File: src/tffl_pkg.sv
// Shared types, character codes and lookup functions for the two-fan, four-light decoder.
// No dependencies; imported by every module of the block.
`default_nettype none
package tffl_pkg;

	localparam int TFFL_QUEUE_DEPTH = 2;

	localparam logic [2:0] CMD_NONE     = 3'd0;
	localparam logic [2:0] CMD_PING     = 3'd1;
	localparam logic [2:0] CMD_LIGHT    = 3'd2;
	localparam logic [2:0] CMD_FAN_ON   = 3'd3;
	localparam logic [2:0] CMD_FAN_OFF  = 3'd4;
	localparam logic [2:0] CMD_FAN_UP   = 3'd5;
	localparam logic [2:0] CMD_FAN_DOWN = 3'd6;

	localparam logic [7:0] CH_P = "P";
	localparam logic [7:0] CH_L = "L";
	localparam logic [7:0] CH_F = "F";
	localparam logic [7:0] CH_U = "U";
	localparam logic [7:0] CH_D = "D";
	localparam logic [7:0] CH_0 = "0";
	localparam logic [7:0] CH_1 = "1";
	localparam logic [7:0] CH_2 = "2";
	localparam logic [7:0] CH_3 = "3";
	localparam logic [7:0] CH_4 = "4";
	localparam logic [7:0] CH_Q = "Q";
	localparam logic [7:0] CH_B = "B";
	localparam logic [7:0] CH_W = "W";

	localparam logic [2:0] LEVEL_MAX = 3'd5;

	typedef struct packed {
		logic [2:0] kind;
		logic [1:0] arg;
	} tffl_cmd_t;

	typedef struct packed {
		logic [2:0] level;
		logic [2:0] memory;
		logic [7:0] ack;
	} tffl_fan_res_t;

	function automatic logic [7:0] light_ack(input logic [1:0] idx);
		logic [7:0] c;
		unique case (idx)
			2'd0: c = "S";
			2'd1: c = "P";
			2'd2: c = "R";
			default: c = "G";
		endcase
		return c;
	endfunction

	function automatic logic [7:0] level_ack(input logic fan, input logic [2:0] lv);
		logic [7:0] c;
		unique case (lv)
			3'd0: c = 8'd0;
			3'd1: c = fan ? "K" : "A";
			3'd2: c = fan ? "Z" : "C";
			3'd3: c = fan ? "X" : "D";
			3'd4: c = fan ? "I" : "E";
			default: c = fan ? "J" : "F";
		endcase
		return c;
	endfunction

	function automatic logic [4:0] fan_leds(input logic [2:0] lv);
		logic [4:0] v;
		unique case (lv)
			3'd0: v = 5'b00000;
			3'd1: v = 5'b00001;
			3'd2: v = 5'b00011;
			3'd3: v = 5'b00111;
			3'd4: v = 5'b01111;
			default: v = 5'b11111;
		endcase
		return v;
	endfunction

	function automatic logic [3:0] fan_relays(input logic [2:0] lv);
		logic [3:0] v;
		unique case (lv)
			3'd0: v = 4'b0000;
			3'd1: v = 4'b0010;
			3'd2: v = 4'b0001;
			3'd3: v = 4'b0101;
			3'd4: v = 4'b0011;
			default: v = 4'b1000;
		endcase
		return v;
	endfunction

	function automatic tffl_fan_res_t fan_exec(input logic [2:0] kind, input logic fan,
		input logic [2:0] lv, input logic [2:0] mem);
		tffl_fan_res_t r;
		r.level  = lv;
		r.memory = mem;
		r.ack    = 8'd0;
		unique case (kind)
			CMD_FAN_ON: begin
				if (mem >= 3'd1 && mem <= LEVEL_MAX) begin
					r.level = mem;
					r.ack   = level_ack(fan, mem);
				end else begin
					r.level = 3'd1;
				end
			end
			CMD_FAN_OFF: begin
				r.level = 3'd0;
				r.ack   = fan ? CH_W : CH_B;
			end
			CMD_FAN_UP: begin
				if (lv < LEVEL_MAX) begin
					r.level  = lv + 3'd1;
					r.memory = lv + 3'd1;
					r.ack    = level_ack(fan, 3'(lv + 3'd1));
				end
			end
			CMD_FAN_DOWN: begin
				if (lv >= 3'd2 && lv <= LEVEL_MAX) begin
					r.level  = lv - 3'd1;
					r.memory = lv - 3'd1;
					r.ack    = level_ack(fan, 3'(lv - 3'd1));
				end
			end
			default: begin
			end
		endcase
		return r;
	endfunction

endpackage
`default_nettype wire

File: src/tffl_front.sv
// Front end: pairs received bytes and classifies each pair into a command.
// Depends on tffl_pkg.
`default_nettype none
module tffl_front
	import tffl_pkg::*;
(
	input  wire logic      clk,
	input  wire logic      arst_n,
	input  wire logic      in_valid,
	input  wire logic [7:0] rx_byte,
	input  wire logic      q_full,
	output logic           in_ready,
	output logic           push,
	output tffl_cmd_t      push_cmd
);

	logic [7:0] first_q;
	logic       have_q;
	tffl_cmd_t  pair_cmd;

	assign in_ready = !q_full;
	assign push     = in_valid && in_ready;

	always_comb begin
		pair_cmd.kind = CMD_NONE;
		pair_cmd.arg  = 2'd0;
		priority if (first_q == CH_P && rx_byte == CH_1) begin
			pair_cmd.kind = CMD_PING;
		end else if (first_q == CH_L && rx_byte >= CH_1 && rx_byte <= CH_4) begin
			pair_cmd.kind = CMD_LIGHT;
			pair_cmd.arg  = 2'(rx_byte[1:0] - 2'd1);
		end else if (first_q == CH_F && rx_byte >= CH_0 && rx_byte <= CH_3) begin
			pair_cmd.kind = rx_byte[0] ? CMD_FAN_OFF : CMD_FAN_ON;
			pair_cmd.arg  = {1'b0, rx_byte[1]};
		end else if ((first_q == CH_U || first_q == CH_D) &&
			(rx_byte == CH_1 || rx_byte == CH_2)) begin
			pair_cmd.kind = (first_q == CH_U) ? CMD_FAN_UP : CMD_FAN_DOWN;
			pair_cmd.arg  = {1'b0, rx_byte[1]};
		end
	end

	always_comb begin
		if (have_q) begin
			push_cmd = pair_cmd;
		end else begin
			push_cmd.kind = CMD_NONE;
			push_cmd.arg  = 2'd0;
		end
	end

	always_ff @(posedge clk or negedge arst_n) begin
		if (!arst_n) begin
			first_q <= 8'd0;
			have_q  <= 1'b0;
		end else if (push) begin
			if (!have_q) begin
				first_q <= rx_byte;
			end
			have_q <= !have_q;
		end
	end

endmodule
`default_nettype wire

File: src/tffl_queue.sv
// Short command queue between the front end and the back end.
// Depends on tffl_pkg for the command type.
`default_nettype none
module tffl_queue
	import tffl_pkg::*;
#(
	parameter int DEPTH = TFFL_QUEUE_DEPTH
) (
	input  wire logic clk,
	input  wire logic arst_n,
	input  wire logic push,
	input  tffl_cmd_t push_cmd,
	input  wire logic pop,
	output tffl_cmd_t pop_cmd,
	output logic      full,
	output logic      empty
);

	localparam int AW = (DEPTH > 1) ? $clog2(DEPTH) : 1;
	localparam int CW = $clog2(DEPTH + 1);
	localparam logic [AW-1:0] LAST = AW'(DEPTH - 1);

	tffl_cmd_t       mem_q [DEPTH];
	logic [AW-1:0]   wr_ptr_q;
	logic [AW-1:0]   rd_ptr_q;
	logic [CW-1:0]   count_q;

	assign full    = (count_q == CW'(DEPTH));
	assign empty   = (count_q == '0);
	assign pop_cmd = mem_q[rd_ptr_q];

	always_ff @(posedge clk) begin
		if (push) begin
			mem_q[wr_ptr_q] <= push_cmd;
		end
	end

	always_ff @(posedge clk or negedge arst_n) begin
		if (!arst_n) begin
			wr_ptr_q <= '0;
			rd_ptr_q <= '0;
			count_q  <= '0;
		end else begin
			if (push) begin
				wr_ptr_q <= (wr_ptr_q == LAST) ? '0 : wr_ptr_q + AW'(1);
			end
			if (pop) begin
				rd_ptr_q <= (rd_ptr_q == LAST) ? '0 : rd_ptr_q + AW'(1);
			end
			unique case ({push, pop})
				2'b10: count_q <= count_q + CW'(1);
				2'b01: count_q <= count_q - CW'(1);
				default: count_q <= count_q;
			endcase
		end
	end

	a_no_push_full: assert property (@(posedge clk) disable iff (!arst_n)
		!(push && full))
		else $error("push into a full command queue");

	a_no_pop_empty: assert property (@(posedge clk) disable iff (!arst_n)
		!(pop && empty))
		else $error("pop from an empty command queue");

	a_count_bound: assert property (@(posedge clk) disable iff (!arst_n)
		count_q <= CW'(DEPTH))
		else $error("command queue count out of range");

endmodule
`default_nettype wire

File: src/tffl_back.sv
// Back end: executes queued commands on the light and fan state and holds the result register.
// Depends on tffl_pkg.
`default_nettype none
module tffl_back
	import tffl_pkg::*;
(
	input  wire logic       clk,
	input  wire logic       arst_n,
	input  wire logic       q_empty,
	input  tffl_cmd_t       cmd,
	output logic            pop,
	output logic            out_valid,
	input  wire logic       out_ready,
	output logic            ack_valid,
	output logic [7:0]      ack_char,
	output logic [3:0]      light_drive,
	output logic [4:0]      fan1_leds,
	output logic [3:0]      fan1_relays,
	output logic [4:0]      fan2_leds,
	output logic [3:0]      fan2_relays
);

	logic [3:0]    light_q;
	logic [2:0]    lv_q  [2];
	logic [2:0]    mem_q [2];
	logic          out_valid_q;
	logic [7:0]    ack_q;
	logic [3:0]    light_out_q;
	logic [2:0]    lv_out_q [2];

	logic [3:0]    light_nx;
	logic [2:0]    lv_nx  [2];
	logic [2:0]    mem_nx [2];
	logic [7:0]    ack_nx;
	tffl_fan_res_t fan_res;

	assign pop = !q_empty && (!out_valid_q || out_ready);

	always_comb begin
		light_nx  = light_q;
		lv_nx[0]  = lv_q[0];
		lv_nx[1]  = lv_q[1];
		mem_nx[0] = mem_q[0];
		mem_nx[1] = mem_q[1];
		ack_nx    = 8'd0;
		fan_res   = fan_exec(cmd.kind, cmd.arg[0], lv_q[cmd.arg[0]], mem_q[cmd.arg[0]]);
		unique case (cmd.kind)
			CMD_PING: begin
				ack_nx = CH_Q;
			end
			CMD_LIGHT: begin
				light_nx = light_q ^ (4'b0001 << cmd.arg);
				ack_nx   = light_ack(cmd.arg);
			end
			CMD_FAN_ON, CMD_FAN_OFF, CMD_FAN_UP, CMD_FAN_DOWN: begin
				lv_nx[cmd.arg[0]]  = fan_res.level;
				mem_nx[cmd.arg[0]] = fan_res.memory;
				ack_nx             = fan_res.ack;
			end
			default: begin
			end
		endcase
	end

	always_ff @(posedge clk or negedge arst_n) begin
		if (!arst_n) begin
			light_q     <= 4'd0;
			lv_q[0]     <= 3'd0;
			lv_q[1]     <= 3'd0;
			mem_q[0]    <= 3'd0;
			mem_q[1]    <= 3'd0;
			out_valid_q <= 1'b0;
		end else begin
			if (pop) begin
				light_q     <= light_nx;
				lv_q[0]     <= lv_nx[0];
				lv_q[1]     <= lv_nx[1];
				mem_q[0]    <= mem_nx[0];
				mem_q[1]    <= mem_nx[1];
				out_valid_q <= 1'b1;
			end else if (out_ready) begin
				out_valid_q <= 1'b0;
			end
		end
	end

	always_ff @(posedge clk) begin
		if (pop) begin
			ack_q       <= ack_nx;
			light_out_q <= light_nx;
			lv_out_q[0] <= lv_nx[0];
			lv_out_q[1] <= lv_nx[1];
		end
	end

	assign out_valid   = out_valid_q;
	assign ack_valid   = (ack_q != 8'd0);
	assign ack_char    = ack_q;
	assign light_drive = light_out_q;
	assign fan1_leds   = fan_leds(lv_out_q[0]);
	assign fan1_relays = fan_relays(lv_out_q[0]);
	assign fan2_leds   = fan_leds(lv_out_q[1]);
	assign fan2_relays = fan_relays(lv_out_q[1]);

	a_pop_presents: assert property (@(posedge clk) disable iff (!arst_n)
		pop |=> out_valid_q)
		else $error("executed command did not produce a result");

	a_result_matches_state: assert property (@(posedge clk) disable iff (!arst_n)
		out_valid_q |-> (light_out_q == light_q && lv_out_q[0] == lv_q[0] &&
			lv_out_q[1] == lv_q[1]))
		else $error("result register disagrees with the executed state");

endmodule
`default_nettype wire

File: src/two_fan_four_light_command_decoder_core.sv
// Top level of the two-fan, four-light command decoder.
// Depends on tffl_pkg, tffl_front, tffl_queue and tffl_back.
//
// Channel  Direction  Handshake              Payload
// input    in         in_valid / in_ready    rx_byte
// result   out        out_valid / out_ready  ack_valid, ack_char, light_drive,
//                                            fan1_leds, fan1_relays, fan2_leds, fan2_relays
//
// One byte is accepted per cycle when the result side keeps up; every byte gives one result.
// A result is registered twice after its byte is accepted: first in the command queue,
// then in the result register in the back end.
// The queue holds QUEUE_DEPTH commands, so input keeps being accepted during an output stall
// until it fills.
// Reset clears the pairing state, lights, fan levels and remembered speeds at once.
`default_nettype none
module two_fan_four_light_command_decoder_core
	import tffl_pkg::*;
#(
	parameter int QUEUE_DEPTH = TFFL_QUEUE_DEPTH
) (
	input  wire logic       clk,
	input  wire logic       arst_n,
	input  wire logic       in_valid,
	output logic            in_ready,
	input  wire logic [7:0] rx_byte,
	output logic            out_valid,
	input  wire logic       out_ready,
	output logic            ack_valid,
	output logic [7:0]      ack_char,
	output logic [3:0]      light_drive,
	output logic [4:0]      fan1_leds,
	output logic [3:0]      fan1_relays,
	output logic [4:0]      fan2_leds,
	output logic [3:0]      fan2_relays
);

	logic      push;
	logic      pop;
	logic      q_full;
	logic      q_empty;
	tffl_cmd_t push_cmd;
	tffl_cmd_t pop_cmd;

	tffl_front u_front (
		.clk      (clk),
		.arst_n   (arst_n),
		.in_valid (in_valid),
		.rx_byte  (rx_byte),
		.q_full   (q_full),
		.in_ready (in_ready),
		.push     (push),
		.push_cmd (push_cmd)
	);

	tffl_queue #(
		.DEPTH (QUEUE_DEPTH)
	) u_queue (
		.clk      (clk),
		.arst_n   (arst_n),
		.push     (push),
		.push_cmd (push_cmd),
		.pop      (pop),
		.pop_cmd  (pop_cmd),
		.full     (q_full),
		.empty    (q_empty)
	);

	tffl_back u_back (
		.clk         (clk),
		.arst_n      (arst_n),
		.q_empty     (q_empty),
		.cmd         (pop_cmd),
		.pop         (pop),
		.out_valid   (out_valid),
		.out_ready   (out_ready),
		.ack_valid   (ack_valid),
		.ack_char    (ack_char),
		.light_drive (light_drive),
		.fan1_leds   (fan1_leds),
		.fan1_relays (fan1_relays),
		.fan2_leds   (fan2_leds),
		.fan2_relays (fan2_relays)
	);

endmodule
`default_nettype wire

File: config.mk
export PLATFORM = sky130hd
export DESIGN_NAME = two_fan_four_light_command_decoder_core
export DESIGN_NICKNAME = d
export VERILOG_FILES = /design/src/tffl_pkg.sv /design/src/tffl_front.sv /design/src/tffl_queue.sv /design/src/tffl_back.sv /design/src/two_fan_four_light_command_decoder_core.sv
export SDC_FILE = /design/constraint.sdc
export NUM_CORES = 1
export LEC_CHECK = 0
export ABC_AREA = 1
export BUFFER_PORTS_ARGS = -buffer_cell sky130_fd_sc_hd__buf_4
export CAP_MARGIN = 5
export CORE_MARGIN = 3
export CORE_UTILIZATION = 30
export DETAILED_ROUTE_END_ITERATION = 10
export GPL_TIMING_DRIVEN = 0
export SLEW_MARGIN = 10
export SYNTH_ARGS = -nofsm -noshare
export SYNTH_HDL_FRONTEND = slang
export SYNTH_SLANG_ARGS = --single-unit
export TNS_END_PERCENT = 20
File: constraint.sdc
create_clock -name clk -period 2.7 [get_ports clk]
set_clock_uncertainty 0.1 [all_clocks]
set_input_delay 0.54 -clock clk [delete_from_list [all_inputs] [get_ports clk]]
set_output_delay 0.54 -clock clk [all_outputs]
set_load 0.01 [all_outputs]
Word-level counts from Yosys, hierarchy flattened
Memory sizes are Yosys's and may differ from the RTL's.
Cells that the tools add are included.
W data, S select, Z words.
Storage, ports and cells
  output and inout port bits: 33
  memories kept: 2
  register bits: 42
  logic and storage cells: 157
  input port bits: 12
  memory bits (writable): 16
Memories
  u_queue.mem_q: words 2, bits a word 5, rd ports 1, clocked after Yosys merged registers in 0, wr ports 1, RTL line tffl_queue.sv:23  | tffl_cmd_t mem_q [DEPTH];
  u_back.lv_out_q: words 2, bits a word 3, rd ports 2, clocked after Yosys merged registers in 0, wr ports 2, RTL line tffl_back.sv:29  | logic [2:0] lv_out_q [2];
Cells by class
  bitwise gates (word level): 3
  equal/unequal tests: 38
  shift-type cells: 1
  magnitude comparators: 11
  $add $sub $neg: 7
  reductions and logical operators: 31
  muxes and demuxes: 51
Operators by type and width (count)
  $pmux W8 S5: 3
  $pmux W5 S5: 2
  $eq A8 B7 Y1 const B: 5
  $pmux W4 S5: 2
  $eq A3 B2 Y1 const B: 12
  $mux W5: 7
  $pmux W8 S4: 1
  $mux W3: 10
  $mux W14: 2
  $eq A3 B3 Y1 const B: 8
  $pmux W8 S3: 1
  $eq A3 B1 Y1 const B: 6
  $eq A8 B6 Y1 const B: 2
  $ge A8 B6 Y1 const B: 2
  $le A8 B6 Y1 const B: 2
  $mux W4: 4
  $logic_not A3 Y1: 5
  $pmux W5 S3: 1
  $bwmux W6: 2
  $pmux W3 S4: 1
  $logic_and A1 B1 Y1: 11
  $mux W1: 8
  $mux W8: 1
  $reduce_bool A8 Y1: 1
  28 further kinds: 43

Depth between registers and ports, before layout
An unclocked memory read counts as a cell.
  depth after elaboration: 12
  mapped depth: 17
  gate-level depth less buffers: 15

Modules after synthesis
Synthesis repeated with hierarchy kept, for this count alone.
Second synthesis, totals
  cell total of the unflattened synthesis: 505
  area, all modules: 3876.2 µm²
By module, submodules not included
  tffl_back: cells each 350, area each 2568.7 µm², instances 1, sequential area each 905.9 µm²
  tffl_front: cells each 105, area each 729.4 µm², instances 1, sequential area each 225.2 µm²
  tffl_queue: cells each 50, area each 578.1 µm², instances 1, sequential area each 400.4 µm²

Worst setup path before layout
Ideal clock, no wire load.
  path type: flip-flop to flip-flop
  start: reg u_queue.rd_ptr_q
  end: reg u_back.ack_q[1], in the netlist u_back.ack_char[1], data pin
  setup time: 0.257 ns
  stages on the path, launching flop included: 16
  data required time: 2.343 ns
  buffers on the path: 1
  setup slack: 0.238 ns
  arrival: 2.105 ns
  clock period less this slack: 2.462 ns
  cell sequence: dfrtp_1 -> buf_6 -> inv_8 -> nand2_8 -> nand3_1 -> nand2_4 -> inv_2 -> ha_1 -> inv_1 -> ha_1 -> nand2_1 -> o21ai_0 -> o21ai_0 -> nand2_1 -> nor2_2 -> nand3_2
Between the ends
  word-level cells in the longest chain between the ends: 11
  elaborated cells on any way between the ends: 52
  those cells by class: add/sub: 2; order compare: 5; eq/ne: 20; mux: 16; bitwise: 1; reduce/logical: 7; memory: 1
RTL lines
  from (decl): RTL line tffl_queue.sv:25  | logic [AW-1:0] rd_ptr_q;
  from (signal assigned): RTL line tffl_queue.sv:48  | rd_ptr_q <= (rd_ptr_q == LAST) ? '0 : rd_ptr_q + AW'(1);
  $mem_v2 Z2 W5 (*)
  $not A1 Y2 (implied by the code): RTL line tffl_back.sv:46  | fan_res = fan_exec(cmd.kind, cmd.arg[0], lv_q[cmd.arg[0]], mem_q[cmd.arg[0]]);
  $mux W3 (implied by the code) (3 in series): RTL line tffl_back.sv:46
  $sub A3 B1 Y3 or $add A3 B1 Y3 (tied branches): RTL line tffl_pkg.sv:123, tffl_pkg.sv:116
  $eq A3 B3 Y1 (tied with other cells): RTL line tffl_pkg.sv:56  | unique case (lv)
  $pmux W8 S5: RTL line tffl_pkg.sv:56
  $mux W14 (on tied branches): RTL line tffl_pkg.sv:120, tffl_pkg.sv:113
  $pmux W8 S4: RTL line tffl_pkg.sv:99  | unique case (kind)
  $pmux W8 S3 (*): RTL line tffl_back.sv:47  | unique case (cmd.kind)
  to (signal assigned): RTL line tffl_back.sv:89  | ack_q <= ack_nx;
  to (decl): RTL line tffl_back.sv:27  | logic [7:0] ack_q;
Mark *: on every way between the ends. The rest lies on a longest branch, timed or not. The select of a mux whose other input is x is not followed.
A chain may end at the register's enable or synchronous reset.

Worst setup path in the final report
Same ends and word-level chain as after synthesis.

==> flow_summary.json <==
{
  "status": "finished, final reports clean",
  "fin_crit_sh_pct": 97.8,
  "drtPass1Iterations": 4,
  "clk_pin_slew_ps": 70,
  "ant_nets": 0,
  "coreArea_um2": 12900,
  "finalMaxSlewViolations": 0,
  "critPathKind": "reg -> reg",
  "cts_tree": "yes",
  "clock.fmax_ghz": 0.379,
  "synth_cells": 489,
  "reg2reg_slack_ps": 60,
  "power_mw": 6.44,
  "cts-buffers-inserted": 5,
  "place_congestion": 0.868,
  "p_leak_nw": 2.28,
  "async_flop_share_pct": 53.6,
  "die_area_um2": 14900,
  "antenna_found_initial": 0,
  "grt_pass1_vias": 3100,
  "arrival_ps": 2590,
  "hp-class": "in -> async",
  "rsz0062_at_grt": "true",
  "cp_max_fo": 10,
  "avgViaCountPerCell": 4.59,
  "rows": 41,
  "grt_first_pass_wirelength_mm": 14.6,
  "drc_errors": 0,
  "syn-mean-instance-area_um2": 8.29,
  "n_antenna_cell": 0,
  "cts_hold_buffers": 0,
  "stdcell_area_um2": 4750,
  "area_growth_pct": 17.3,
  "cts_setup_buffers": 0,
  "worstRegToRegCells": 16,
  "end_kind": "register",
  "setup_viol": 0,
  "final_nets": 569,
  "clk_latency_ps": 290,
  "ios": 45,
  "finalHoldViolations": 0,
  "ys_warn_count": 0,
  "relSlewSlack_pct": 55.9,
  "ys_seq_area_share_pct": 37.8,
  "overflow": 0,
  "grt_use_total_pct": 12.0,
  "p_per_area_nw_per_um2": 1350,
  "vias": 3270,
  "reg2reg_from": "u_queue.rd_ptr_q$_DFFE_PN0P_",
  "die_w_um": 122,
  "grt_max_degree": 31,
  "initialDrtViolationCount": 240,
  "start_util_pct": 31.4,
  "r2r-end": "u_back.ack_char[1]$_SDFFCE_PN0P_",
  "fin_util_pct": 36.8,
  "drv_cap": 0,
  "worst_pin_slew_ps": 660,
  "htree_levels": 2,
  "crit_path_start_kind": "register",
  "cp.required_ps": 2650,
  "irDropWorstVdd_mv": 0.343,
  "drive_above_1_share_pct": 23.3,
  "min_period_ps": 2640,
  "placed_area_um2": 4590,
  "synth_area_um2": 4050,
  "synth_edf_count": 26,
  "dp_hpwl_mm": 6.85,
  "synth_cell_types": 43,
  "routed_wl_mm": 8.62,
  "cts_sinks": 56,
  "clockBufferDepth": 2,
  "finalSetupTns_ps": 0,
  "ys.flop_type": "dfrtp_1",
  "die_y_um": 122,
  "root_buffer": "clkbuf_16",
  "wl_per_cell_um": 12.1,
  "ys_ff_latch": 56,
  "port_buffers": 42,
  "post_cts_resized": 2
}
-- kinds of logic (layout without fill, tap and decap cells) --
family                   Yosys count  after routing  synth area share [%]
other                              1              2                0.0925
XOR/XNOR                           7              7                  1.51
AND/OR/NAND/NOR                  253            253                  34.8
AO/OA/AOI/OAI                     70             70                  10.9
buffers and inverters             83            133                  9.04
multiplexers                       1              1                 0.278
adder cells (fa/ha/maj)           18             18                  5.56
flip-flops                        56             56                  37.8
-- cell usage after synthesis, types with 2 or more instances --
cell	count	area, um^2
a21oi_1	14	70.1
a21oi_2	3	26.3
a31oi_1	3	18.8
buf_4	4	30.0
buf_6	4	45.0
clkbuf_1	3	11.3
dfrtp_1	30	751
edfxtp_1	26	781
ha_1	18	225
inv_1	63	236
inv_2	7	26.3
nand2_1	124	465
nand2_2	3	18.8
nand2_4	16	180
nand2_8	6	120
nand3_1	30	150
nand3_2	5	50.1
nand3_4	3	52.6
nand3b_1	2	15.0
nand4_1	6	37.5
nor2_1	39	146
nor2_2	2	12.5
nor2_4	3	33.8
nor2_8	3	60.1
nor3_1	4	20.0
nor3b_1	2	15.0
nor4_1	3	18.8
o211ai_1	2	15.0
o21ai_0	25	125
o21ai_1	11	55.1
o21ai_2	5	43.8
o21ai_4	4	65.1
xnor2_1	3	26.3
xor2_1	4	35.0
-- metal layers --
metal / vias to the layer above / share of wire, % / wire (um) / GRT usage [%]
met3: 10 / 5.4 / 462 / 1.94
met2: 71 / 47 / 4040 / 20.3
li1: 1676 / - / - / -
met4: 0 / 1.5 / 129 / 3.43
met1: 1513 / 46 / 3990 / 15.9
met5: - / 0 / 0 / 0
-- cell usage in the layout (no fill, tap or decap), types with 6 or more instances in the layout --
cell type,n
edfxtp_1,26
ha_1,17
nand4_1,6
buf_4,46
nor2_1,39
nand3_1,30
nand2_8,6
dfrtp_1,30
nand2_4,16
inv_2,6
a21oi_1,14
o21ai_1,12
inv_1,63
o21ai_0,24
nand2_1,122
-- metrics by stage --
step / hold WS, ps / std cells / worst slack [ps]
2_1_floorplan: 144 / 490 / 238
3_3_place_gp: 370 / 704 / -53.2
3_5_place_dp: 371 / 704 / -152
4_1_cts: 80.8 / 712 / 7.17
5_1_grt: 85.1 / 712 / -144
6_report: 64.4 / 712 / 58.2
-- flip-flops by register name, indices dropped and copies added (netlist names) --
signal / count
u_front.have_q: 1
u_front.first_q: 8
u_back.lv_q: 6
u_back.ack_char: 6
u_queue.count_q: 2
u_back.light_q: 4
u_queue.rd_ptr_q: 1
u_queue.wr_ptr_q: 1
u_back.out_valid: 1
u_back.lv_out_q: 6
u_queue.mem_q: 10
u_back.mem_q: 6
u_back.light_drive: 4
-- critical path, stage by stage, from the launching register on --
cell	delay (ps)
dfrtp_1	380
buf_6	160
inv_8	100
nand2_8	60
nand2_8	120
nand2_4	60
nand2_4	130
inv_6	70
ha_1	230
inv_1	70
ha_2	300
nand2_1	100
o21ai_0	90
o21ai_1	140
nand2_1	80
nor2_2	120
nand3_2	70
-- power breakdown --
group,internal (mW),switching (mW)
logic,1.53,2.67
registers,1.35,0.236
clock network,0.346,0.306
-- worst max-delay path by stage --
stage,from,to
after floorplan,u_queue.rd_ptr_q$_DFFE_PN0P_,u_back.ack_char[1]$_SDFFCE_PN0P_
after global routing,u_queue.rd_ptr_q$_DFFE_PN0P_,u_back.ack_char[1]$_SDFFCE_PN0P_
after detailed placement,out_ready,u_back.mem_q[1]$_DFFE_PN0P_
after global placement,out_ready,u_back.mem_q[1]$_DFFE_PN0P_
final,u_queue.rd_ptr_q$_DFFE_PN0P_,u_back.ack_char[1]$_SDFFCE_PN0P_
after CTS,u_queue.rd_ptr_q$_DFFE_PN0P_,u_back.ack_char[1]$_SDFFCE_PN0P_
-- layout make-up --
class	instances	area, um^2
fillers	1301	8170
flip-flops and latches	56	1530
repair buffers	42	315
plain buffers	11	86.3
multi-input cells	351	2170
clock buffers	5	125
well taps	172	215
clock inverters	3	21.3
inverters	72	285
No activity file was read; power rests on OpenSTA's default activity.
